<file path="config.mk">
export PLATFORM = sky130hd
export DESIGN_NAME = command_retry_tracker_flat
export DESIGN_NICKNAME = d
export VERILOG_FILES = /design/src/rtl/core/crt_pkg.sv /design/src/rtl/core/crt_ifs.sv /design/src/rtl/core/crt_ctrl.sv /design/src/rtl/core/crt_dp.sv /design/src/rtl/core/command_retry_tracker.sv /design/src/flat_wrapper.sv
export SDC_FILE = /design/constraint.sdc
export NUM_CORES = 1
export LEC_CHECK = 0
export BUFFER_PORTS_ARGS = -buffer_cell sky130_fd_sc_hd__buf_2
export CAP_MARGIN = 20
export CORE_MARGIN = 4
export CORE_UTILIZATION = 32
export CTS_BUF_LIST = sky130_fd_sc_hd__clkbuf_16
export CTS_CLUSTER_DIAMETER = 200
export DETAILED_ROUTE_END_ITERATION = 16
export GPL_ROUTABILITY_DRIVEN = 0
export PLACE_DENSITY = 0.49
export SLEW_MARGIN = 25
export SYNTH_ARGS = -nofsm -noshare
export SYNTH_HDL_FRONTEND = slang
export SYNTH_SLANG_ARGS = --single-unit
</file>
<file path="constraint.sdc">
create_clock -name clk -period 10.54 [get_ports clk]
set_clock_uncertainty 0.2 [all_clocks]
set_input_delay 1.054 -clock clk [delete_from_list [all_inputs] [get_ports clk]]
set_output_delay 1.054 -clock clk [all_outputs]
set_load 0.01 [all_outputs]
</file>
<file path="src/rtl/core/crt_pkg.sv">
package crt_pkg;

	localparam int SLOTS_DEF = 8;

	localparam logic [31:0] TIMEOUT_RST = 32'd5000;
	localparam logic [3:0]  LIMIT_RST   = 4'd3;
	localparam logic [31:0] HB_RST      = 32'd10000;
	localparam logic [3:0]  RETRY_MAX   = 4'd15;

	localparam logic [1:0] CFG_TIMEOUT     = 2'd0;
	localparam logic [1:0] CFG_RETRY_LIMIT = 2'd1;
	localparam logic [1:0] CFG_HEARTBEAT   = 2'd2;

	typedef enum logic [1:0] {
		FN_SEND = 2'd0,
		FN_RESP = 2'd1,
		FN_KEEP = 2'd2,
		FN_TICK = 2'd3
	} func_t;

	typedef enum logic [3:0] {
		KD_ACCEPT     = 4'd0,
		KD_FULL       = 4'd1,
		KD_MATCH_OK   = 4'd2,
		KD_MATCH_FAIL = 4'd3,
		KD_UNMATCHED  = 4'd4,
		KD_RETRY      = 4'd5,
		KD_EXPIRED    = 4'd6,
		KD_HEARTBEAT  = 4'd7,
		KD_DONE       = 4'd8
	} kind_t;

	typedef enum logic [1:0] {
		EM_ONE  = 2'd0,
		EM_SLOT = 2'd1,
		EM_HB   = 2'd2,
		EM_DONE = 2'd3
	} emit_sel_t;

	typedef enum logic [3:0] {
		ST_IDLE,
		ST_DISP,
		ST_SEND_UPD,
		ST_RSP_RD,
		ST_RSP_CHK,
		ST_RSP_UPD,
		ST_ONE,
		ST_KEEP_UPD,
		ST_T1_RD,
		ST_T1_CHK,
		ST_T_FIN,
		ST_T2_RD,
		ST_T2_CHK,
		ST_HB,
		ST_DONE
	} state_t;

	typedef struct packed {
		logic [31:0] id;
		logic [7:0]  tag;
		logic [31:0] stamp;
		logic [3:0]  retries;
	} ent_t;

	typedef struct packed {
		logic      in_ready;
		logic      ctx_clr;
		logic      idx_clr;
		logic      idx_inc;
		logic      rd_req;
		logic      send_upd;
		logic      rsp_chk;
		logic      rsp_upd;
		logic      keep_upd;
		logic      drop_acc;
		logic      tick_fin;
		logic      slot_upd;
		logic      emit;
		emit_sel_t emit_sel;
		logic      emit_last;
	} cmd_t;

	typedef struct packed {
		logic  in_valid;
		func_t func;
		logic  hit;
		logic  expired;
		logic  idx_last;
		logic  out_free;
		logic  hb_due;
	} sts_t;

endpackage

</file>
<file path="src/rtl/core/crt_ifs.sv">
interface crt_req_if;
	logic        valid;
	logic        ready;
	logic [1:0]  func;
	logic [31:0] cmd_id;
	logic [7:0]  action_tag;
	logic        resp_ok;
	logic        resp_pong;
	logic [31:0] now_ms;

	modport source (output valid, func, cmd_id, action_tag, resp_ok, resp_pong, now_ms,
		input ready);
	modport sink (input valid, func, cmd_id, action_tag, resp_ok, resp_pong, now_ms,
		output ready);
endinterface

interface crt_res_if;
	logic        valid;
	logic        ready;
	logic [3:0]  kind;
	logic [2:0]  slot;
	logic [7:0]  out_tag;
	logic [31:0] out_id;
	logic [3:0]  retries;
	logic        link_up;
	logic [3:0]  pending;
	logic        last;

	modport source (output valid, kind, slot, out_tag, out_id, retries, link_up, pending, last,
		input ready);
	modport sink (input valid, kind, slot, out_tag, out_id, retries, link_up, pending, last,
		output ready);
endinterface

interface crt_cfg_if;
	logic        valid;
	logic        ready;
	logic [1:0]  index;
	logic [31:0] data;

	modport source (output valid, index, data, input ready);
	modport sink (input valid, index, data, output ready);
endinterface

</file>
<file path="src/rtl/core/crt_ctrl.sv">
module crt_ctrl (
	input  logic          clk,
	input  logic          arst_n,
	input  crt_pkg::sts_t sts,
	output crt_pkg::cmd_t cmd
);

	crt_pkg::state_t state_q, state_nxt;

	always_ff @(posedge clk or negedge arst_n) begin
		if (!arst_n) begin
			state_q <= crt_pkg::ST_IDLE;
		end else begin
			state_q <= state_nxt;
		end
	end

	always_comb begin
		state_nxt = state_q;
		unique case (state_q)
			crt_pkg::ST_IDLE: begin
				if (sts.in_valid) state_nxt = crt_pkg::ST_DISP;
			end
			crt_pkg::ST_DISP: begin
				unique case (sts.func)
					crt_pkg::FN_SEND: state_nxt = crt_pkg::ST_SEND_UPD;
					crt_pkg::FN_RESP: state_nxt = crt_pkg::ST_RSP_RD;
					crt_pkg::FN_KEEP: state_nxt = crt_pkg::ST_KEEP_UPD;
					crt_pkg::FN_TICK: state_nxt = crt_pkg::ST_T1_RD;
					default:          state_nxt = crt_pkg::ST_IDLE;
				endcase
			end
			crt_pkg::ST_SEND_UPD: state_nxt = crt_pkg::ST_ONE;
			crt_pkg::ST_RSP_RD:   state_nxt = crt_pkg::ST_RSP_CHK;
			crt_pkg::ST_RSP_CHK: begin
				if (sts.hit || sts.idx_last) state_nxt = crt_pkg::ST_RSP_UPD;
				else state_nxt = crt_pkg::ST_RSP_RD;
			end
			crt_pkg::ST_RSP_UPD: state_nxt = crt_pkg::ST_ONE;
			crt_pkg::ST_ONE: begin
				if (sts.out_free) state_nxt = crt_pkg::ST_IDLE;
			end
			crt_pkg::ST_KEEP_UPD: state_nxt = crt_pkg::ST_DONE;
			crt_pkg::ST_T1_RD:    state_nxt = crt_pkg::ST_T1_CHK;
			crt_pkg::ST_T1_CHK: begin
				if (sts.idx_last) state_nxt = crt_pkg::ST_T_FIN;
				else state_nxt = crt_pkg::ST_T1_RD;
			end
			crt_pkg::ST_T_FIN: state_nxt = crt_pkg::ST_T2_RD;
			crt_pkg::ST_T2_RD: state_nxt = crt_pkg::ST_T2_CHK;
			crt_pkg::ST_T2_CHK: begin
				if (!sts.expired || sts.out_free) begin
					if (sts.idx_last) state_nxt = crt_pkg::ST_HB;
					else state_nxt = crt_pkg::ST_T2_RD;
				end
			end
			crt_pkg::ST_HB: begin
				if (!sts.hb_due || sts.out_free) state_nxt = crt_pkg::ST_DONE;
			end
			crt_pkg::ST_DONE: begin
				if (sts.out_free) state_nxt = crt_pkg::ST_IDLE;
			end
			default: state_nxt = crt_pkg::ST_IDLE;
		endcase
	end

	always_comb begin
		cmd = '0;
		cmd.emit_sel = crt_pkg::EM_ONE;
		unique case (state_q)
			crt_pkg::ST_IDLE: cmd.in_ready = 1'b1;
			crt_pkg::ST_DISP: begin
				cmd.ctx_clr = 1'b1;
				cmd.idx_clr = 1'b1;
			end
			crt_pkg::ST_SEND_UPD: cmd.send_upd = 1'b1;
			crt_pkg::ST_RSP_RD:   cmd.rd_req = 1'b1;
			crt_pkg::ST_RSP_CHK: begin
				cmd.rsp_chk = 1'b1;
				cmd.idx_inc = !sts.hit && !sts.idx_last;
			end
			crt_pkg::ST_RSP_UPD: cmd.rsp_upd = 1'b1;
			crt_pkg::ST_ONE: begin
				cmd.emit      = sts.out_free;
				cmd.emit_sel  = crt_pkg::EM_ONE;
				cmd.emit_last = 1'b1;
			end
			crt_pkg::ST_KEEP_UPD: cmd.keep_upd = 1'b1;
			crt_pkg::ST_T1_RD:    cmd.rd_req = 1'b1;
			crt_pkg::ST_T1_CHK: begin
				cmd.drop_acc = 1'b1;
				cmd.idx_inc  = !sts.idx_last;
			end
			crt_pkg::ST_T_FIN: begin
				cmd.tick_fin = 1'b1;
				cmd.idx_clr  = 1'b1;
			end
			crt_pkg::ST_T2_RD: cmd.rd_req = 1'b1;
			crt_pkg::ST_T2_CHK: begin
				cmd.emit     = sts.expired && sts.out_free;
				cmd.emit_sel = crt_pkg::EM_SLOT;
				cmd.slot_upd = sts.expired && sts.out_free;
				cmd.idx_inc  = (!sts.expired || sts.out_free) && !sts.idx_last;
			end
			crt_pkg::ST_HB: begin
				cmd.emit     = sts.hb_due && sts.out_free;
				cmd.emit_sel = crt_pkg::EM_HB;
			end
			crt_pkg::ST_DONE: begin
				cmd.emit      = sts.out_free;
				cmd.emit_sel  = crt_pkg::EM_DONE;
				cmd.emit_last = 1'b1;
			end
			default: cmd.in_ready = 1'b0;
		endcase
	end

endmodule

</file>
<file path="src/rtl/core/crt_dp.sv">
module crt_dp #(
	parameter int SLOTS = crt_pkg::SLOTS_DEF
) (
	input  logic          clk,
	input  logic          arst_n,
	crt_req_if.sink       req,
	crt_res_if.source     res,
	crt_cfg_if.sink       cfg,
	input  crt_pkg::cmd_t cmd,
	output crt_pkg::sts_t sts
);

	localparam int IW = (SLOTS > 1) ? $clog2(SLOTS) : 1;
	localparam int CW = $clog2(SLOTS + 1);

	crt_pkg::func_t func_q;
	logic [31:0]    id_q;
	logic [7:0]     tag_q;
	logic           ok_q;
	logic           pong_q;
	logic [31:0]    now_q;

	logic [31:0] timeout_q;
	logic [3:0]  limit_q;
	logic [31:0] hb_ms_q;

	logic [SLOTS-1:0] valid_q;
	logic [CW-1:0]    count_q;
	logic             conn_q;
	logic [31:0]      hb_stamp_q;

	crt_pkg::ent_t mem [SLOTS];
	crt_pkg::ent_t rd_q;
	logic          mem_we;
	logic [IW-1:0] mem_wa;
	crt_pkg::ent_t mem_wd;

	logic [IW-1:0] idx_q;
	logic          hit_q;
	logic [IW-1:0] hit_idx_q;
	logic [CW-1:0] drops_q;
	logic          hb_due_q;

	logic          out_valid_q;
	logic [3:0]    kind_q;
	logic [2:0]    slot_q;
	logic [7:0]    tag_out_q;
	logic [31:0]   id_out_q;
	logic [3:0]    retries_q;
	logic          link_q;
	logic [3:0]    pending_q;
	logic          last_q;

	logic          accept;
	logic          has_free;
	logic [IW-1:0] free_idx;
	logic [31:0]   age_slot;
	logic [31:0]   age_hb;
	logic          expired;
	logic [3:0]    sat;
	logic          drop;
	logic          hit;
	logic          link;
	logic          out_free;

	crt_pkg::kind_t kind_nxt;
	logic [2:0]     slot_nxt;
	logic [7:0]     tag_nxt;
	logic [31:0]    id_nxt;
	logic [3:0]     retries_nxt;

	assign accept   = req.valid && cmd.in_ready;
	assign req.ready = cmd.in_ready;
	assign cfg.ready = 1'b1;

	always_comb begin
		has_free = 1'b0;
		free_idx = '0;
		for (int i = SLOTS - 1; i >= 0; i--) begin
			if (!valid_q[i]) begin
				has_free = 1'b1;
				free_idx = IW'(i);
			end
		end
	end

	assign age_slot = now_q - rd_q.stamp;
	assign age_hb   = now_q - hb_stamp_q;
	assign expired  = valid_q[idx_q] && (age_slot > timeout_q);
	assign sat      = (rd_q.retries == crt_pkg::RETRY_MAX) ? crt_pkg::RETRY_MAX
		: rd_q.retries + 4'd1;
	assign drop     = sat >= limit_q;
	assign hit      = valid_q[idx_q] && (rd_q.id == id_q);
	assign link     = conn_q && ({1'b0, age_hb} < {hb_ms_q, 1'b0});
	assign out_free = !out_valid_q || res.ready;

	assign sts.in_valid = req.valid;
	assign sts.func     = func_q;
	assign sts.hit      = hit;
	assign sts.expired  = expired;
	assign sts.idx_last = idx_q == IW'(SLOTS - 1);
	assign sts.out_free = out_free;
	assign sts.hb_due   = hb_due_q;

	always_ff @(posedge clk) begin
		if (accept) begin
			func_q <= crt_pkg::func_t'(req.func);
			id_q   <= req.cmd_id;
			tag_q  <= req.action_tag;
			ok_q   <= req.resp_ok;
			pong_q <= req.resp_pong;
			now_q  <= req.now_ms;
		end
	end

	always_ff @(posedge clk or negedge arst_n) begin
		if (!arst_n) begin
			timeout_q <= crt_pkg::TIMEOUT_RST;
			limit_q   <= crt_pkg::LIMIT_RST;
			hb_ms_q   <= crt_pkg::HB_RST;
		end else if (cfg.valid) begin
			if (cfg.index == crt_pkg::CFG_TIMEOUT) timeout_q <= cfg.data;
			if (cfg.index == crt_pkg::CFG_RETRY_LIMIT) limit_q <= cfg.data[3:0];
			if (cfg.index == crt_pkg::CFG_HEARTBEAT) hb_ms_q <= cfg.data;
		end
	end

	always_comb begin
		mem_we = 1'b0;
		mem_wa = idx_q;
		mem_wd = '{id: rd_q.id, tag: rd_q.tag, stamp: now_q, retries: sat};
		if (cmd.send_upd && has_free) begin
			mem_we = 1'b1;
			mem_wa = free_idx;
			mem_wd = '{id: id_q, tag: tag_q, stamp: now_q, retries: 4'd0};
		end else if (cmd.slot_upd && !drop) begin
			mem_we = 1'b1;
		end
	end

	always_ff @(posedge clk) begin
		if (mem_we) mem[mem_wa] <= mem_wd;
		if (cmd.rd_req) rd_q <= mem[idx_q];
	end

	always_ff @(posedge clk or negedge arst_n) begin
		if (!arst_n) begin
			valid_q    <= '0;
			count_q    <= '0;
			conn_q     <= 1'b0;
			hb_stamp_q <= '0;
			idx_q      <= '0;
			hit_q      <= 1'b0;
			hit_idx_q  <= '0;
			drops_q    <= '0;
			hb_due_q   <= 1'b0;
		end else begin
			if (cmd.idx_clr) idx_q <= '0;
			else if (cmd.idx_inc) idx_q <= idx_q + IW'(1);
			if (cmd.ctx_clr) begin
				hit_q   <= 1'b0;
				drops_q <= '0;
			end
			if (cmd.send_upd) begin
				hit_q     <= has_free;
				hit_idx_q <= free_idx;
				if (has_free) begin
					valid_q[free_idx] <= 1'b1;
					count_q           <= count_q + CW'(1);
				end
			end
			if (cmd.rsp_chk && hit) begin
				hit_q     <= 1'b1;
				hit_idx_q <= idx_q;
			end
			if (cmd.rsp_upd) begin
				if (hit_q) begin
					valid_q[hit_idx_q] <= 1'b0;
					count_q            <= count_q - CW'(1);
				end
				if ((hit_q && ok_q) || pong_q) conn_q <= 1'b1;
			end
			if (cmd.keep_upd) conn_q <= 1'b1;
			if (cmd.drop_acc && expired && drop) drops_q <= drops_q + CW'(1);
			if (cmd.tick_fin) begin
				count_q  <= count_q - drops_q;
				hb_due_q <= age_hb > hb_ms_q;
				if (drops_q != '0) conn_q <= 1'b0;
				if (age_hb > hb_ms_q) hb_stamp_q <= now_q;
			end
			if (cmd.slot_upd && drop) valid_q[idx_q] <= 1'b0;
		end
	end

	always_comb begin
		kind_nxt    = crt_pkg::KD_DONE;
		slot_nxt    = '0;
		tag_nxt     = '0;
		id_nxt      = '0;
		retries_nxt = '0;
		unique case (cmd.emit_sel)
			crt_pkg::EM_ONE: begin
				if (func_q == crt_pkg::FN_SEND) begin
					id_nxt = id_q;
					if (hit_q) begin
						kind_nxt = crt_pkg::KD_ACCEPT;
						slot_nxt = 3'(hit_idx_q);
						tag_nxt  = tag_q;
					end else begin
						kind_nxt = crt_pkg::KD_FULL;
					end
				end else if (hit_q) begin
					kind_nxt    = ok_q ? crt_pkg::KD_MATCH_OK : crt_pkg::KD_MATCH_FAIL;
					slot_nxt    = 3'(hit_idx_q);
					tag_nxt     = rd_q.tag;
					id_nxt      = rd_q.id;
					retries_nxt = rd_q.retries;
				end else begin
					kind_nxt = crt_pkg::KD_UNMATCHED;
					id_nxt   = id_q;
				end
			end
			crt_pkg::EM_SLOT: begin
				kind_nxt    = drop ? crt_pkg::KD_EXPIRED : crt_pkg::KD_RETRY;
				slot_nxt    = 3'(idx_q);
				tag_nxt     = rd_q.tag;
				id_nxt      = rd_q.id;
				retries_nxt = sat;
			end
			crt_pkg::EM_HB:   kind_nxt = crt_pkg::KD_HEARTBEAT;
			crt_pkg::EM_DONE: kind_nxt = crt_pkg::KD_DONE;
			default:          kind_nxt = crt_pkg::KD_DONE;
		endcase
	end

	always_ff @(posedge clk or negedge arst_n) begin
		if (!arst_n) begin
			out_valid_q <= 1'b0;
		end else if (cmd.emit) begin
			out_valid_q <= 1'b1;
		end else if (res.ready) begin
			out_valid_q <= 1'b0;
		end
	end

	always_ff @(posedge clk) begin
		if (cmd.emit) begin
			kind_q    <= kind_nxt;
			slot_q    <= slot_nxt;
			tag_out_q <= tag_nxt;
			id_out_q  <= id_nxt;
			retries_q <= retries_nxt;
			link_q    <= link;
			pending_q <= 4'(count_q);
			last_q    <= cmd.emit_last;
		end
	end

	assign res.valid   = out_valid_q;
	assign res.kind    = kind_q;
	assign res.slot    = slot_q;
	assign res.out_tag = tag_out_q;
	assign res.out_id  = id_out_q;
	assign res.retries = retries_q;
	assign res.link_up = link_q;
	assign res.pending = pending_q;
	assign res.last    = last_q;

endmodule

</file>
<file path="src/rtl/core/command_retry_tracker.sv">
// Send and keepalive results follow the input transfer; a response waits for a slot
// search that stops at a hit, and a tick for two passes over the slots plus output stalls.
// One item at a time: the next transfer is taken once the last result of the item is
// loaded. The single read port of the slot memory, read one entry at a time, paces the
// response search and the two tick passes.
// Reset: clears valid bits, pending count, link state and sets config defaults.
module command_retry_tracker #(
	parameter int SLOTS = crt_pkg::SLOTS_DEF
) (
	input logic     clk,
	input logic     arst_n,
	crt_req_if.sink   req,
	crt_res_if.source res,
	crt_cfg_if.sink   cfg
);

	crt_pkg::cmd_t cmd;
	crt_pkg::sts_t sts;

	crt_ctrl u_ctrl (
		.clk    (clk),
		.arst_n (arst_n),
		.sts    (sts),
		.cmd    (cmd)
	);

	crt_dp #(
		.SLOTS (SLOTS)
	) u_dp (
		.clk    (clk),
		.arst_n (arst_n),
		.req    (req),
		.res    (res),
		.cfg    (cfg),
		.cmd    (cmd),
		.sts    (sts)
	);

endmodule

</file>
<file path="src/flat_wrapper.sv">
// flat-port wrapper written by rule: the top's interface ports become plain ports
module command_retry_tracker_flat 
#(
	parameter int SLOTS = crt_pkg::SLOTS_DEF
)
  (clk, arst_n, req_valid, req_func, req_cmd_id, req_action_tag, req_resp_ok, req_resp_pong, req_now_ms, req_ready, res_valid, res_kind, res_slot, res_out_tag, res_out_id, res_retries, res_link_up, res_pending, res_last, res_ready, cfg_valid, cfg_index, cfg_data, cfg_ready);
  crt_req_if req_i ();
  crt_res_if res_i ();
  crt_cfg_if cfg_i ();
  input logic clk;
  input logic arst_n;
  input wire logic [$bits(req_i.valid)-1:0] req_valid;
  input wire logic [$bits(req_i.func)-1:0] req_func;
  input wire logic [$bits(req_i.cmd_id)-1:0] req_cmd_id;
  input wire logic [$bits(req_i.action_tag)-1:0] req_action_tag;
  input wire logic [$bits(req_i.resp_ok)-1:0] req_resp_ok;
  input wire logic [$bits(req_i.resp_pong)-1:0] req_resp_pong;
  input wire logic [$bits(req_i.now_ms)-1:0] req_now_ms;
  output wire logic [$bits(req_i.ready)-1:0] req_ready;
  output wire logic [$bits(res_i.valid)-1:0] res_valid;
  output wire logic [$bits(res_i.kind)-1:0] res_kind;
  output wire logic [$bits(res_i.slot)-1:0] res_slot;
  output wire logic [$bits(res_i.out_tag)-1:0] res_out_tag;
  output wire logic [$bits(res_i.out_id)-1:0] res_out_id;
  output wire logic [$bits(res_i.retries)-1:0] res_retries;
  output wire logic [$bits(res_i.link_up)-1:0] res_link_up;
  output wire logic [$bits(res_i.pending)-1:0] res_pending;
  output wire logic [$bits(res_i.last)-1:0] res_last;
  input wire logic [$bits(res_i.ready)-1:0] res_ready;
  input wire logic [$bits(cfg_i.valid)-1:0] cfg_valid;
  input wire logic [$bits(cfg_i.index)-1:0] cfg_index;
  input wire logic [$bits(cfg_i.data)-1:0] cfg_data;
  output wire logic [$bits(cfg_i.ready)-1:0] cfg_ready;
  assign req_i.valid = req_valid;
  assign req_i.func = req_func;
  assign req_i.cmd_id = req_cmd_id;
  assign req_i.action_tag = req_action_tag;
  assign req_i.resp_ok = req_resp_ok;
  assign req_i.resp_pong = req_resp_pong;
  assign req_i.now_ms = req_now_ms;
  assign req_ready = req_i.ready;
  assign res_valid = res_i.valid;
  assign res_kind = res_i.kind;
  assign res_slot = res_i.slot;
  assign res_out_tag = res_i.out_tag;
  assign res_out_id = res_i.out_id;
  assign res_retries = res_i.retries;
  assign res_link_up = res_i.link_up;
  assign res_pending = res_i.pending;
  assign res_last = res_i.last;
  assign res_i.ready = res_ready;
  assign cfg_i.valid = cfg_valid;
  assign cfg_i.index = cfg_index;
  assign cfg_i.data = cfg_data;
  assign cfg_ready = cfg_i.ready;
  command_retry_tracker #(.SLOTS(SLOTS)) u_core (.clk(clk), .arst_n(arst_n), .req(req_i), .res(res_i), .cfg(cfg_i));
endmodule
</file>
== After elaboration in Yosys (flattened, before gate mapping) ==
Memories as Yosys holds them, arrays and structs flattened. A register that Yosys moved wholly into a read port is not among the register bits.
Cells that the tools add are included.
Storage, ports and cells
  memory bits (writable): 608
  input bits: 115
  logic and storage cells: 227
  bits in registers: 263
  output and inout bits: 60
  memories kept: 1
Operators by class
  bitwise operators: 5
  multiplexer cells: 98
  $lt $le $gt $ge: 10
  add/subtract/negate cells: 8
  equal/unequal tests: 29
  reduce and logical (&&, ||, !) cells: 48
Memory list
  u_core.u_dp.mem: depth 8, bits a word 76, rd ports 1, clocked after Yosys merged registers in 1, write ports 1, line crt_dp.sv:32  | crt_pkg::ent_t mem [SLOTS];
Operators by type and width (count)
  $mux 76: 1
  $gt 32x32->1: 2
  $mux 32: 2
  $mux 8: 8
  $pmux 32 s2: 1
  $sub 32x32->32: 2
  $mux 4: 15
  $pmux 4 s13: 1
  $mux 3: 17
  $mux 1: 40
  $lt 32x33->1: 1
  $eq 32x32->1: 1
  $eq 4x4->1 const B: 8
  $pmux 4 s4: 2
  $logic_and 1x1->1: 18
  $and 8x8->8: 2
  $eq 4x3->1 const B: 4
  $not 8->8: 2
  $pmux 8 s2: 1
  $add 4x1->4 const B: 3
  $lt 3x4->1 const B: 3
  $pmux 3 s4: 1
  $eq 2x2->1 const B: 5
  $demux 1 s3: 3
  other kinds (28): 55

== Longest topological paths before layout ==
Gate-level depths: netlist of the first run.
  word-level depth: 20
  gate-level depth with buffers: 25
  depth with buffers taken out: 23

== Cells and area by module ==
A second synthesis of the first run with hierarchy kept.
Second synthesis, totals
  cells, all modules: 2855
  area total of the unflattened synthesis: 40824.2 µm²
Modules (own cells, without submodules)
  crt_dp: seq. area each 27701.6 µm², area an instance 40257.4 µm², times used 1, cells an instance 2772
  crt_ctrl: seq. area each 100.1 µm², area an instance 566.8 µm², times used 1, cells an instance 83

== Worst setup path before layout of the first run ==
No wires, ideal clock.
  kind: register to register
  start: register u_core.u_dp.now_q[0]
  end: memory u_core.u_dp.mem[6][0] (netlist name), enable pin
  period minus slack after synthesis: 8.189 ns
  required time: 9.829 ns
  library setup time: 0.511 ns
  cell stages (with the launch flop): 23
  setup slack: 2.351 ns
  buffers on the path: 0
  arrival time: 7.478 ns
  cell sequence: edfxtp_1 > inv_1 > ha_1 > inv_1 > fa_1 > a211oi_1 > o21ai_1 > a21oi_1 > nor2_1 > a2111oi_0 > nor2_1 > a2111oi_0 > nor3_1 > ha_1 > nand4_1 > nor2_1 > and4_1 > a31oi_1 > nand3_1 > o22ai_1 > and3_1 > a32oi_1 > nor2_1
On the way
  longest elaborated chain between the ends: 10
RTL lines
  start: declaration: line crt_dp.sv:21  | logic [31:0] now_q;
  start signal: assignment: line crt_dp.sv:112  | now_q <= req.now_ms;
  $sub 32x32->32: line crt_dp.sv:87  | assign age_slot = now_q - rd_q.stamp;
  $gt 32x32->1: line crt_dp.sv:89  | assign expired = valid_q[idx_q] && (age_slot > timeout_q);
  $logic_and 1x1->1: line crt_dp.sv:89
  $logic_and 1x1->1: line crt_ctrl.sv:102  | cmd.slot_upd = sts.expired && sts.out_free;
  $mux 1: line crt_ctrl.sv:70  | unique case (state_q)
  $logic_and 1x1->1: line crt_dp.sv:136  | end else if (cmd.slot_upd && !drop) begin
  $mux 1: line crt_dp.sv:136
  $mux 1: line crt_dp.sv:132  | if (cmd.send_upd && has_free) begin
  $mux 1: line crt_dp.sv:142  | if (mem_we) mem[mem_wa] <= mem_wd;
  $mux 1 (implied by the code): line crt_dp.sv:142
  end: declaration: line crt_dp.sv:32
No other way between the ends.

== Worst setup path in the final report of the first run ==
  start: register u_core.u_dp.now_q[0]
  end: memory u_core.u_dp.mem[3][68] (netlist name), enable pin
The elaborated chain is that of the path after synthesis.

==> results.txt, run 1 <==
----------------------------------------------------
[Outcome]
  Run status ... finished, final reports clean

[Floorplan]
  Die boundary width ... 365 um
  Height of the chip ... 365 um
  Core area ... 0.126 mm^2
  Cell Rows ... 130
  I/O pins ... between 150 and 200
  Floorplan die area ... approximately 0.13 mm^2
  Initial Utilization ... 32.3%

[Timing]
  PnR worst setup slack ... between 3 and 4 ns
  Final Hold Viols ... 0
  Timing-limited maximum frequency ... ~130 MHz
  Final setup violation count ... 0
  Pins Over Slew Limit ... 0
  Summed negative setup slack over all endpoints ... 0 ns
  Max-Slew Margin vs Limit ... 31.5%
  RSZ-0062 raised after global routing ... false
  Final critical delay including setup and external delays ... 7.49 ns
  Transition time at the pin with the least slew margin ... 1.02 ns
  Share of the cycle needed by the critical path after routing ... about 71%

[Detailed routing]
  Post-DRT Antenna Nets ... 0
  Violation count after the first detailed-routing iteration ... 1890
  Total wirelength of the detailed-routed design ... roughly 110000 um
  Avg Vias per Cell ... 5.11
  Post-detailed-route wirelength per cell ... 23.1 um
  Number of optimization iterations in the first detailed-route pass ... 5
  Number of remaining DRC errors ... 0
  Vias ... 24700

[Clock tree]
  CTS Buf Count ... 106
  TritonCTS clock tree ... yes
  Post CTS Setup Buffer Count ... 0
  Hold-fix buffers, CTS ... 0
  CTS clock-pin slew for the worst setup and hold paths ... 0.06 ns
  Post-CTS resize count ... 0
  Clk sinks ... between 900 and 1000
  Level count of the clock H-tree ... 3
  Skew-Pair Late Insertion Delay ... 0.73 ns
  Largest buffer count on any clock path ... 3
  CTS Root Buffer Type ... sky130_fd_sc_hd__clkbuf_16

[Pwr]
  P per Cell Area ... 293 mW/mm^2
  Peak ir drop on the vdd network ... 0.000164 V
  PnR Total Power ... 13.9 mW
  Leak ... 17.3 nW

[Synthesis]
  Synth unique cells ... 76
  Share of the yosys chip area belonging to registers ... 68.3%
  Syn Std Cell Area ... 0.0407 mm^2
  Most used DFF post-synth ... sky130_fd_sc_hd__edfxtp_1
  Syn avg cell area ... 14.1 um^2
  Number of flops mapped to enable cells by yosys ... a little over 800
  Share of flip-flops with an asynchronous set or reset after synthesis ... 13.7%
  Count of mapped cells out of synthesis ... 2896
  Post-Synthesis Net Count ... 3192
  Warnings, synthesis ... 0
  Number of register bits inferred by synthesis ... 947

[Finish]
  Commonest cells after routing, fill and taps aside ... sky130_fd_sc_hd__edfxtp_1, sky130_fd_sc_hd__a22oi_1, sky130_fd_sc_hd__nand2_1
  Total number of nets in the final design ... 3398
  Number of standard cells in the final layout excluding fillers ... around 4800
  Most common cell after layout, fill and taps aside ... sky130_fd_sc_hd__edfxtp_1
  Area Overhead vs Synth ... 16.4%
  Diodes inserted ... 0
  Fraction of layout instances using a drive strength above 1 ... 14.4%
  Layout Utilization ... a little under two fifths

[GRT]
  Total routing usage reported by global routing ... between 10% and 20%
  Vias in the first global route ... ~25000
  Maximum number of pins on one net before global-route repair ... 68
  GRT Residual Overflow ... 0
  First-pass GRT wire length ... 167000 um
  Number of antenna violations at the first check in global routing ... 8

[Critical path]
  Start point of the critical path ... u_core.u_dp.now_q[0]
  Critical path capture point type ... register
  Worst Path Arrival ... around 7.6 ns
  Kind of start point of the critical path ... register
  Reg-to-reg critical path endpoint ... u_core.u_dp.mem[3][68]
  Crit-path max FO ... 29
  Length in cells of the worst reg-to-reg path ... 23
  Register-to-Register Setup Slack ... a little over 3 ns
  Req. time, crit path ... roughly 11 ns
  Reg-to-Reg Start ... u_core.u_dp.now_q[0]
  Critical setup path kind ... reg2reg

[Placement]
  Number of placed instances with taps included ... 4640
  Worst setup slack after placement ... 2.78 ns
  Half-perimeter wire length after detailed placement ... 69500 um
  Port Buffers ... 173

[Worst hold path]
  Class of the worst hold path ... in2async

[Run]
  Max cap viols ... 0

----------------------------------------------------
-- kinds of logic (layout without fill, tap and decap cells) --
| kind of cell | Yosys count | in the layout | share of synthesized area (%) |
|---|---|---|---|
| flops | 947 | 947 | 68.3 |
| compound gates | 711 | 711 | 12.1 |
| simple gates | 603 | 603 | 7.03 |
| buf+inv | 280 | 576 | 2.60 |
| fa+ha+maj | 181 | 181 | 5.62 |
| xor+xnor | 90 | 90 | 1.94 |
| mux | 83 | 83 | 2.36 |
| other cells | 1 | 1 | 0.00921 |
-- per-stage QoR --
step           cell area, um^2  hold slack [ns]
5_1_grt                  47400            0.170
4_1_cts                  47300            0.132
6_report                 47400            0.158
2_1_floorplan            40700            0.237
3_3_place_gp             43700            0.261
3_5_place_dp             43700            0.264
-- power by group --
part / switching (mW) / leakage (nW) / internal, mW
registers: 0.325 / 8.95 / 4.98
clock network: 1.58 / 1.80 / 2.14
logic: 3.08 / 6.57 / 1.77
total: 4.98 / 17.3 / 8.88
-- cell type report --
cell class / count / area (um^2)
clock inverters: 90 / 837
multi-input cells: 1669 / 12000
inverters: 159 / 597
repair buffers: 219 / 1380
flip-flops and latches: 947 / 27800
clock buffers: 108 / 2700
fillers: 11900 / 78700
well taps: 1650 / 2060
-- synthesized netlist by cell type (23+ instances only) --
cell | n | area, um^2
sky130_fd_sc_hd__mux2_2 | 39 | 439
sky130_fd_sc_hd__buf_1 | 26 | 97.6
sky130_fd_sc_hd__inv_1 | 158 | 593
sky130_fd_sc_hd__nand3_1 | 27 | 135
sky130_fd_sc_hd__edfxtp_1 | 817 | 24500
sky130_fd_sc_hd__nand2_1 | 218 | 818
sky130_fd_sc_hd__dfrtp_1 | 118 | 2950
sky130_fd_sc_hd__nand4_1 | 99 | 619
sky130_fd_sc_hd__xnor2_1 | 38 | 333
sky130_fd_sc_hd__xor2_1 | 52 | 455
sky130_fd_sc_hd__o21ai_0 | 69 | 345
sky130_fd_sc_hd__a22oi_1 | 343 | 2570
sky130_fd_sc_hd__nor3_1 | 23 | 115
sky130_fd_sc_hd__a21o_1 | 68 | 510
sky130_fd_sc_hd__mux2_1 | 35 | 394
sky130_fd_sc_hd__nor2_1 | 137 | 514
sky130_fd_sc_hd__clkbuf_1 | 91 | 342
sky130_fd_sc_hd__a21oi_1 | 101 | 505
sky130_fd_sc_hd__ha_1 | 178 | 2230
-- critical path, stage by stage (launching register included) --
cell	delay (ns)
sky130_fd_sc_hd__edfxtp_1	0.51
sky130_fd_sc_hd__inv_1	0.14
sky130_fd_sc_hd__ha_1	0.18
sky130_fd_sc_hd__inv_1	0.07
sky130_fd_sc_hd__fa_1	0.47
sky130_fd_sc_hd__a211oi_1	0.32
sky130_fd_sc_hd__o21ai_1	0.15
sky130_fd_sc_hd__a21oi_1	0.27
sky130_fd_sc_hd__nor2_1	0.09
sky130_fd_sc_hd__a2111oi_0	0.38
sky130_fd_sc_hd__nor2_1	0.17
sky130_fd_sc_hd__a2111oi_0	0.40
sky130_fd_sc_hd__nor3_1	0.10
sky130_fd_sc_hd__ha_1	0.34
sky130_fd_sc_hd__nand4_1	0.11
sky130_fd_sc_hd__nor2_1	0.05
sky130_fd_sc_hd__and4_1	0.21
sky130_fd_sc_hd__a31oi_1	0.22
sky130_fd_sc_hd__nand3_1	0.10
sky130_fd_sc_hd__o22ai_1	0.44
sky130_fd_sc_hd__and3_1	0.36
sky130_fd_sc_hd__a31oi_1	0.38
sky130_fd_sc_hd__nor2_4	0.85
sky130_fd_sc_hd__buf_4	0.58
-- worst max-delay path by stage --
stage                     slack (ns)                     end
after floorplan                 2.35   u_core.u_dp.mem[6][0]
after global placement          2.89  u_core.u_dp.mem[5][14]
after detailed placement        2.78  u_core.u_dp.mem[5][14]
after CTS                       2.77  u_core.u_dp.mem[5][56]
after global routing            2.25  u_core.u_dp.mem[3][67]
final                           3.05  u_core.u_dp.mem[3][68]
-- per-layer routing --
layer | global-route usage, % | share of wire, %
met1 | 22.5 | 45
met2 | 27.8 | 48
met3 | 2.70 | 4.6
met4 | 5.26 | 2.8
met5 | 0 | 0.012
-- state kept, by name (all words and copies together) (netlist names), 8 cells and up --
signal / flops
u_core.u_dp.mem: 608
u_core.u_dp.timeout_q: 32
u_core.u_dp.rd_q: 76
u_core.u_dp.valid_q: 8
u_core.u_dp.tag_q: 8
u_core.u_dp.hb_stamp_q: 32
u_core.u_dp.res.out_tag: 8
u_core.u_dp.id_q: 32
u_core.u_dp.hb_ms_q: 32
u_core.u_dp.now_q: 32
u_core.u_dp.res.out_id: 32
Note: power is estimated with default switching activity, not from simulation.
==> inputs of run 2 (changes only) <==
--- a/config.mk
+++ b/config.mk
@@ -5,6 +5,7 @@
 export SDC_FILE = /design/constraint.sdc
 export NUM_CORES = 1
 export LEC_CHECK = 0
+export ABC_AREA = 1
 export BUFFER_PORTS_ARGS = -buffer_cell sky130_fd_sc_hd__buf_2
 export CAP_MARGIN = 20
 export CORE_MARGIN = 4
==> constraint.sdc (replaced) <==
create_clock -name clk -period 6.9 [get_ports clk]
set_clock_uncertainty 0.2 [all_clocks]
set_input_delay 0.69 -clock clk [delete_from_list [all_inputs] [get_ports clk]]
set_output_delay 0.69 -clock clk [all_outputs]
set_load 0.01 [all_outputs]
==> run 2 against run 1 <==
Compared with the run above:
- sequential share of layout area is 2.5 points lower
- cell count grew 18%
- critical path depth fell by 2
- cell area increased by 4.4%
- count of clock-buffer cells in the layout down 2
- sequential power rose by 53%
- core utilization grew 0.41 points
==> results.txt, run 2 <==
----------------------------------------------------
[Timing]
  Pins Over Slew Limit ... 0
  Final Hold Viols ... 0
  Transition time at the pin with the least slew margin ... slightly above 1 ns
  Summed negative setup slack over all endpoints ... 0 ns
  Timing-limited maximum frequency ... about 170 MHz
  Max-Slew Margin vs Limit ... 31.6%
  Share of the cycle needed by the critical path after routing ... 84.3%
  RSZ-0062 raised after global routing ... false
  Worst hold margin ... 0.0604 ns
  PnR worst setup slack ... around 1.1 ns
  Final critical delay including setup and external delays ... 5.82 ns
  Final setup violation count ... 0

[GRT]
  First-pass GRT wire length ... 179000 um
  Number of antenna violations at the first check in global routing ... 0
  Vias in the first global route ... between 20000 and 30000
  Total routing usage reported by global routing ... 17.3%
  Maximum number of pins on one net before global-route repair ... 77
  GRT Residual Overflow ... 0

[Clock tree]
  CTS Buf Count ... between 100 and 150
  CTS Root Buffer Type ... sky130_fd_sc_hd__clkbuf_16
  TritonCTS clock tree ... yes
  CTS clock-pin slew for the worst setup and hold paths ... 0.06 ns
  Clk sinks ... 947
  Largest buffer count on any clock path ... 3
  Skew-Pair Late Insertion Delay ... ~0.73 ns
  Level count of the clock H-tree ... 3

[Finish]
  Post-route cell area ... 0.0494 mm^2
  Area Overhead vs Synth ... 17.4%
  Number of filler cells placed in the layout ... around 13000
  Flip-flop count of the largest register after layout ... approximately 610
  Diodes inserted ... 0
  Layout Utilization ... between 30% and 40%
  Top reg by flops ... u_core.u_dp.mem
  Most common cell after layout, fill and taps aside ... sky130_fd_sc_hd__edfxtp_1
  Fraction of layout instances using a drive strength above 1 ... 11.5%
  Largest registers ... u_core.u_dp.mem (608), u_core.u_dp.rd_q (76)
  Commonest cells after routing, fill and taps aside ... sky130_fd_sc_hd__edfxtp_1, sky130_fd_sc_hd__nand2_1, sky130_fd_sc_hd__inv_1
  Total number of nets in the final design ... 4153

[Critical path]
  Req. time, crit path ... 7.10 ns
  Critical setup path kind ... reg2reg
  Crit-path max FO ... 20
  Kind of start point of the critical path ... register
  Reg-to-reg critical path endpoint ... u_core.u_dp.mem[2][13]
  Critical path capture point type ... register
  Length in cells of the worst reg-to-reg path ... 21
  Worst Path Arrival ... 6.01 ns
  Register-to-Register Setup Slack ... between 1 and 1.5 ns
  Reg-to-Reg Start ... u_core.u_dp.now_q[0]

[Floorplan]
  I/O pins ... around 180
  Cell Rows ... ~130
  Height of the chip ... 371 um
  Initial Utilization ... between 30% and 40%
  Core area ... ~0.13 mm^2
  Floorplan die area ... 0.137 mm^2
  Die boundary width ... 371 um

[Synthesis]
  Synth unique cells ... 62
  Share of flip-flops with an asynchronous set or reset after synthesis ... a little over an eighth
  Most used DFF post-synth ... sky130_fd_sc_hd__edfxtp_1
  Largest area contributor in the netlist ... sky130_fd_sc_hd__edfxtp_1
  Number of flops mapped to enable cells by yosys ... 817
  Post-Synthesis Net Count ... 3856
  Most instantiated library cell after synthesis ... sky130_fd_sc_hd__edfxtp_1
  Most frequent cells after synthesis ... sky130_fd_sc_hd__edfxtp_1, sky130_fd_sc_hd__nand2_1, sky130_fd_sc_hd__inv_1, sky130_fd_sc_hd__a21oi_1, sky130_fd_sc_hd__o21ai_0
  Count of mapped cells out of synthesis ... 3560
  Syn Std Cell Area ... 0.0421 mm^2
  Syn avg cell area ... 11.8 um^2
  Number of register bits inferred by synthesis ... 947
  Top cells by area in the synthesized netlist ... sky130_fd_sc_hd__edfxtp_1, sky130_fd_sc_hd__dfrtp_1, sky130_fd_sc_hd__nand2_1, sky130_fd_sc_hd__ha_1, sky130_fd_sc_hd__inv_1
  Warnings, synthesis ... 0
  Proportion of netlist area held by the largest area contributor ... 58.3%
  Share of the yosys chip area belonging to registers ... 66.0%

[Detailed routing]
  Avg Vias per Cell ... 4.91
  Post-detailed-route wirelength per cell ... around 21 um
  Post-DRT Antenna Nets ... 0
  Number of optimization iterations in the first detailed-route pass ... 6
  Number of remaining DRC errors ... 0
  Violation count after the first detailed-routing iteration ... 2132
  Total wirelength of the detailed-routed design ... 120000 um
  Vias ... 27900

[Worst hold path]
  Class of the worst hold path ... in2reg
  Hold Path Stages ... 3
  Worst Hold End ... u_core.u_dp.timeout_q[24]
  Min-Delay Startpoint ... cfg_data[24]

[Placement]
  Instance area at placement ... 0.0453 mm^2
  Port Buffers ... 173
  Worst setup slack after placement ... approximately 1.1 ns
  Half-perimeter wire length after detailed placement ... 77100 um

[Pwr]
  Leak ... 18.9 nW
  P per Cell Area ... 439 mW/mm^2
  Peak ir drop on the vdd network ... about 0.00033 V

[Outcome]
  Run status ... finished, final reports clean

[Run]
  Max cap viols ... 0

----------------------------------------------------
## run 2: worst max-delay path, stage by stage (launching register included)
cell and delay, ns:
sky130_fd_sc_hd__edfxtp_1 0.52, sky130_fd_sc_hd__inv_1 0.16, sky130_fd_sc_hd__ha_1 0.16, sky130_fd_sc_hd__inv_1 0.07, sky130_fd_sc_hd__fa_1 0.48, sky130_fd_sc_hd__a21oi_1 0.38
sky130_fd_sc_hd__o21ai_1 0.22, sky130_fd_sc_hd__a21boi_1 0.25, sky130_fd_sc_hd__o21bai_1 0.11, sky130_fd_sc_hd__xor2_1 0.15, sky130_fd_sc_hd__ha_1 0.28, sky130_fd_sc_hd__nand2_1 0.08
sky130_fd_sc_hd__nor2_1 0.15, sky130_fd_sc_hd__nand2b_1 0.09, sky130_fd_sc_hd__a21oi_1 0.12, sky130_fd_sc_hd__nor2_1 0.06, sky130_fd_sc_hd__nand2_1 0.30, sky130_fd_sc_hd__nand4_4 0.21
sky130_fd_sc_hd__o21bai_4 0.24, sky130_fd_sc_hd__nand2_1 0.12, sky130_fd_sc_hd__nor2_4 0.78, sky130_fd_sc_hd__buf_4 0.36
## run 2: kinds of logic after synthesis
family	after synthesis	synth area share [%]
XOR/XNOR	80	1.66
adder cells (fa/ha/maj)	181	5.43
AO/OA/AOI/OAI	680	10.3
other	1	0.00890
flip-flops	947	66.0
buffers and inverters	494	4.61
AND/OR/NAND/NOR	1177	12.0
## run 2: through the flow
step           instances  total power [mW]
6_report            5690              21.7
5_1_grt             5690              23.3
4_1_cts             5690              21.9
3_5_place_dp        5413              16.4
3_3_place_gp        5413              16.4
2_1_floorplan       3560              13.6
## run 2: how the worst max path moves through the flow
stage | from | endpoint | slack (ns) | cells after the start
2_1_floorplan | u_core.u_dp.now_q[0] | u_core.u_dp.res.kind[0] | 0.99 | 19
3_3_place_gp | u_core.u_dp.now_q[0] | u_core.u_dp.mem[2][10] | 1.17 | 21
3_5_place_dp | u_core.u_dp.now_q[0] | u_core.u_dp.mem[2][10] | 1.11 | 20
4_1_cts | u_core.u_dp.now_q[0] | u_core.u_dp.mem[2][11] | 1.11 | 20
5_1_grt | u_core.u_dp.now_q[0] | u_core.u_dp.mem[2][10] | 0.66 | 20
6_report | u_core.u_dp.now_q[0] | u_core.u_dp.mem[2][13] | 1.08 | 21
## run 2: repair_timing
item	CTS	global route
endpoints found under the hold margin	121	0
gates resized for setup	0	0
setup buffers	0	0
hold buffers	80	0
## run 2: where the power goes
group          total, mW  internal, mW  switching (mW)
Combinational       8.20          2.66            5.54
Sequential          8.13          7.57           0.563
Clock               5.39          3.03            2.36
Total               21.7          13.3            8.46
## run 2: area by class of cell
cell class	instances	area, um^2	share of cell area [%]
Clock buffer	106	2650	5.36
Inverter	375	1410	2.85
Clock inverter	91	686	1.39
Timing Repair Buffer	310	2210	4.48
Sequential cell	947	27800	56.2
Multi-Input combinational cell	2119	12500	25.3
Tap cell	1742	2180	4.41
## run 2: per-layer routing
metal	vias to the layer above	GRT usage [%]	part of all wire, %	wire, um
li1	13400	-	-	-
met1	13900	23.4	45	54200
met2	586	29.6	49	59400
met3	115	2.00	3.8	4620
met4	0	4.10	1.7	2110
met5	-	0	0	0
==> inputs of run 3 (changes only) <==
--- a/config.mk
+++ b/config.mk
@@ -14,7 +14,7 @@
 export CTS_CLUSTER_DIAMETER = 200
 export DETAILED_ROUTE_END_ITERATION = 16
 export GPL_ROUTABILITY_DRIVEN = 0
-export PLACE_DENSITY = 0.49
+export PLACE_DENSITY = 0.51
 export SLEW_MARGIN = 25
 export SYNTH_ARGS = -nofsm -noshare
 export SYNTH_HDL_FRONTEND = slang
==> constraint.sdc (replaced) <==
create_clock -name clk -period 5 [get_ports clk]
set_clock_uncertainty 0.2 [all_clocks]
set_input_delay 0.5 -clock clk [delete_from_list [all_inputs] [get_ports clk]]
set_output_delay 0.5 -clock clk [all_outputs]
set_load 0.01 [all_outputs]
==> run 3 against run 2 <==
Compared with the run above:
- routed wire length hardly changed
- core utilization is 0.82 points higher
- first-iteration DRC count is 9.2% higher
- sequential power is 37% higher
- non-clock buffer count is 92 higher
- cell area is 2.1% higher
- via count is 1.3% higher
- critical path depth is 1 lower
- worst setup slack worse by 0.79 ns
- die area stayed put
- critical endpoint is now u_core.u_dp.mem[3][10]
==> results.txt, run 3 (synthesis gave the netlist of run 2 again) <==
----------------------------------------------------
[Outcome]
  Run status ... finished, final reports clean

[Critical path]
  Critical setup path kind ... reg2reg
  Kind of start point of the critical path ... register
  Req. time, crit path ... 5.18 ns
  Worst Path Arrival ... 4.89 ns
  Crit-path max FO ... 15
  Start point of the critical path ... u_core.u_dp.now_q[18]
  Reg-to-Reg Start ... u_core.u_dp.now_q[18]
  Critical path capture point type ... register

[Pwr]
  Cell internal power dissipation ... 18.5 mW
  Leak ... 19.4 nW
  Part of the power in combinational logic ... 39.1%
  Peak ir drop on the vdd network ... 0.000409 V
  Clock network fraction of total power ... approximately a quarter
  Register share of total power ... 36.7%
  Net switching power of the design ... 11.7 mW
  PnR Total Power ... just over 30 mW
  Sw Ratio ... 38.7%
  P per Cell Area ... 597 mW/mm^2

[Floorplan]
  Cell Rows ... 132
  Die boundary width ... between 300 and 400 um
  Initial Utilization ... 32.4%
  Floorplan die area ... 0.137 mm^2
  Core area ... 0.130 mm^2
  Height of the chip ... 371 um
  I/O pins ... 175

[Clock tree]
  Largest buffer count on any clock path ... 3
  CTS Buf Count ... 100
  CTS Root Buffer Type ... sky130_fd_sc_hd__clkbuf_16
  Skew-Pair Late Insertion Delay ... a little over 0.7 ns
  CTS clock-pin slew for the worst setup and hold paths ... around 0.060 ns
  Clk sinks ... 947
  Level count of the clock H-tree ... 3
  TritonCTS clock tree ... yes

[Finish]
  Fraction of layout instances using a drive strength above 1 ... a little over an eighth
  Largest registers ... u_core.u_dp.mem (608), u_core.u_dp.rd_q (76)
  Footprint of the multi-input gates ... 0.0126 mm^2
  Number of standard cells in the final layout excluding fillers ... 5773
  Flip-flop count of the largest register after layout ... 608
  Layout Utilization ... 38.8%
  Top reg by flops ... u_core.u_dp.mem
  Most common cell after layout, fill and taps aside ... sky130_fd_sc_hd__edfxtp_1
  Post-route cell area ... 0.0505 mm^2
  Number of filler cells placed in the layout ... 12700
  Total number of nets in the final design ... roughly 4200
  Commonest cells after routing, fill and taps aside ... sky130_fd_sc_hd__edfxtp_1, sky130_fd_sc_hd__nand2_1, sky130_fd_sc_hd__inv_1
  Area Overhead vs Synth ... 19.9%
  Sequential Area ... 0.0278 mm^2

[Placement]
  Instance area at placement ... 0.0459 mm^2
  Port Buffers ... ~170
  Half-perimeter wire length after detailed placement ... 80100 um
  Worst setup slack after placement ... 0.140 ns
  Number of placed instances with taps included ... 5461

[Worst hold path]
  Class of the worst hold path ... in2reg
  Min-Delay Startpoint ... res_ready

[Detailed routing]
  Post-DRT Antenna Nets ... 0
  Avg Vias per Cell ... 4.90
  Number of remaining DRC errors ... 0
  Vias ... roughly 28000
  Violation count after the first detailed-routing iteration ... 2328
  Number of optimization iterations in the first detailed-route pass ... 5
  Post-detailed-route wirelength per cell ... 20.8 um
  Total wirelength of the detailed-routed design ... 120000 um

[GRT]
  GRT Residual Overflow ... 0
  Number of antenna violations at the first check in global routing ... 5
  Maximum number of pins on one net before global-route repair ... 77
  Vias in the first global route ... 28100
  First-pass GRT wire length ... 179000 um
  Total routing usage reported by global routing ... between 15 and 20%

[Timing]
  Final Hold Viols ... 0
  PnR worst setup slack ... 0.291 ns
  Final setup violation count ... 0
  Pins Over Slew Limit ... 0
  Max-Slew Margin vs Limit ... 35.4%
  Timing-limited maximum frequency ... between 200 and 250 MHz
  Final critical delay including setup and external delays ... about 4.7 ns
  Transition time at the pin with the least slew margin ... 0.959 ns
  Share of the cycle needed by the critical path after routing ... 94.2%

[Run]
  Max cap viols ... 0

----------------------------------------------------
[run 3: changes by cell type in the layout (fill, tap and decap cells not counted), moves of 3 or more]
| cell | delta |
|---|---|
| sky130_fd_sc_hd__a21oi_2 | +4 |
| sky130_fd_sc_hd__buf_6 | +5 |
| sky130_fd_sc_hd__a21oi_1 | -4 |
| sky130_fd_sc_hd__clkinv_4 | +5 |
| sky130_fd_sc_hd__buf_4 | +36 |
| sky130_fd_sc_hd__buf_12 | +16 |
| sky130_fd_sc_hd__clkinv_2 | -8 |
| sky130_fd_sc_hd__ha_1 | -3 |
| sky130_fd_sc_hd__clkinv_1 | -5 |
| sky130_fd_sc_hd__dlygate4sd3_1 | +30 |
[run 3: critical path, stage by stage, from the launching register on]
cell and delay, ns:
sky130_fd_sc_hd__edfxtp_1 0.49, sky130_fd_sc_hd__ha_2 0.36, sky130_fd_sc_hd__a21oi_2 0.23, sky130_fd_sc_hd__inv_1 0.08, sky130_fd_sc_hd__a31oi_2 0.24, sky130_fd_sc_hd__o21ai_0 0.18, sky130_fd_sc_hd__a211oi_1 0.23, sky130_fd_sc_hd__nand2_1 0.09
sky130_fd_sc_hd__xor2_1 0.16, sky130_fd_sc_hd__ha_1 0.33, sky130_fd_sc_hd__nand4_1 0.11, sky130_fd_sc_hd__nand2b_1 0.17, sky130_fd_sc_hd__a21oi_1 0.11, sky130_fd_sc_hd__nor2_1 0.06, sky130_fd_sc_hd__nand2_2 0.17, sky130_fd_sc_hd__nand4_4 0.17
sky130_fd_sc_hd__o21bai_4 0.24, sky130_fd_sc_hd__nand2_4 0.12, sky130_fd_sc_hd__nor2_4 0.22, sky130_fd_sc_hd__buf_4 0.17, sky130_fd_sc_hd__buf_6 0.23
[run 3: path summary, 6_finish.rpt]
check,to,slack [ns],cells after the start
setup / recovery,u_core.u_dp.mem[3][10],0.29,20
min in group asynchronous,u_core.u_dp.hb_ms_q[24],0.18,2
max in group asynchronous,u_core.u_dp.valid_q[1],3.41,3
hold / removal,u_core.u_ctrl.state_q[2],0.07,4
hold reg to reg,u_core.u_dp.hb_stamp_q[1],0.27,2
setup reg to reg,u_core.u_dp.mem[3][10],0.29,20
[run 3: final cells by class]
class	instances	share of cell area [%]
tap	1742	4.31
antenna	1	0.00495
multi-input combinational	2119	25.0
clock buffer	102	5.05
sequential	947	55.0
inverter	375	2.79
timing repair buffer	402	6.47
clock inverter	85	1.38
[run 3: layer usage]
layer	track usage, %	wire [um]
met1	23.0	53900
met2	28.8	58100
met3	2.95	5860
met4	4.46	2510
met5	0	10
[run 3: through the flow]
stage,hold WS (ns),setup TNS [ns]
6_report,0.0747,0
5_1_grt,0.0588,-2.38
4_1_cts,0.0212,0
3_5_place_dp,0.258,0
3_3_place_gp,0.253,0
2_1_floorplan,0.00441,-420.89
[run 3: what timing repair did]
item	CTS	global route
gates resized for setup	0	27
hold endpoints to repair	205	0
hold buffers	110	0
endpoints found under the setup margin	0	660
buffers inserted	0	10
[run 3: power groups by stage]
stage | Sequential (mW) | Combinational (mW) | Clock, mW
after floorplan | 11.1 | 7.77 | 0
after global placement | 11.2 | 11.5 | 0
after detailed placement | 11.2 | 11.6 | 0
after CTS | 11.1 | 11.7 | 7.51
after global routing | 11.2 | 13.3 | 7.82
final | 11.1 | 11.8 | 7.29
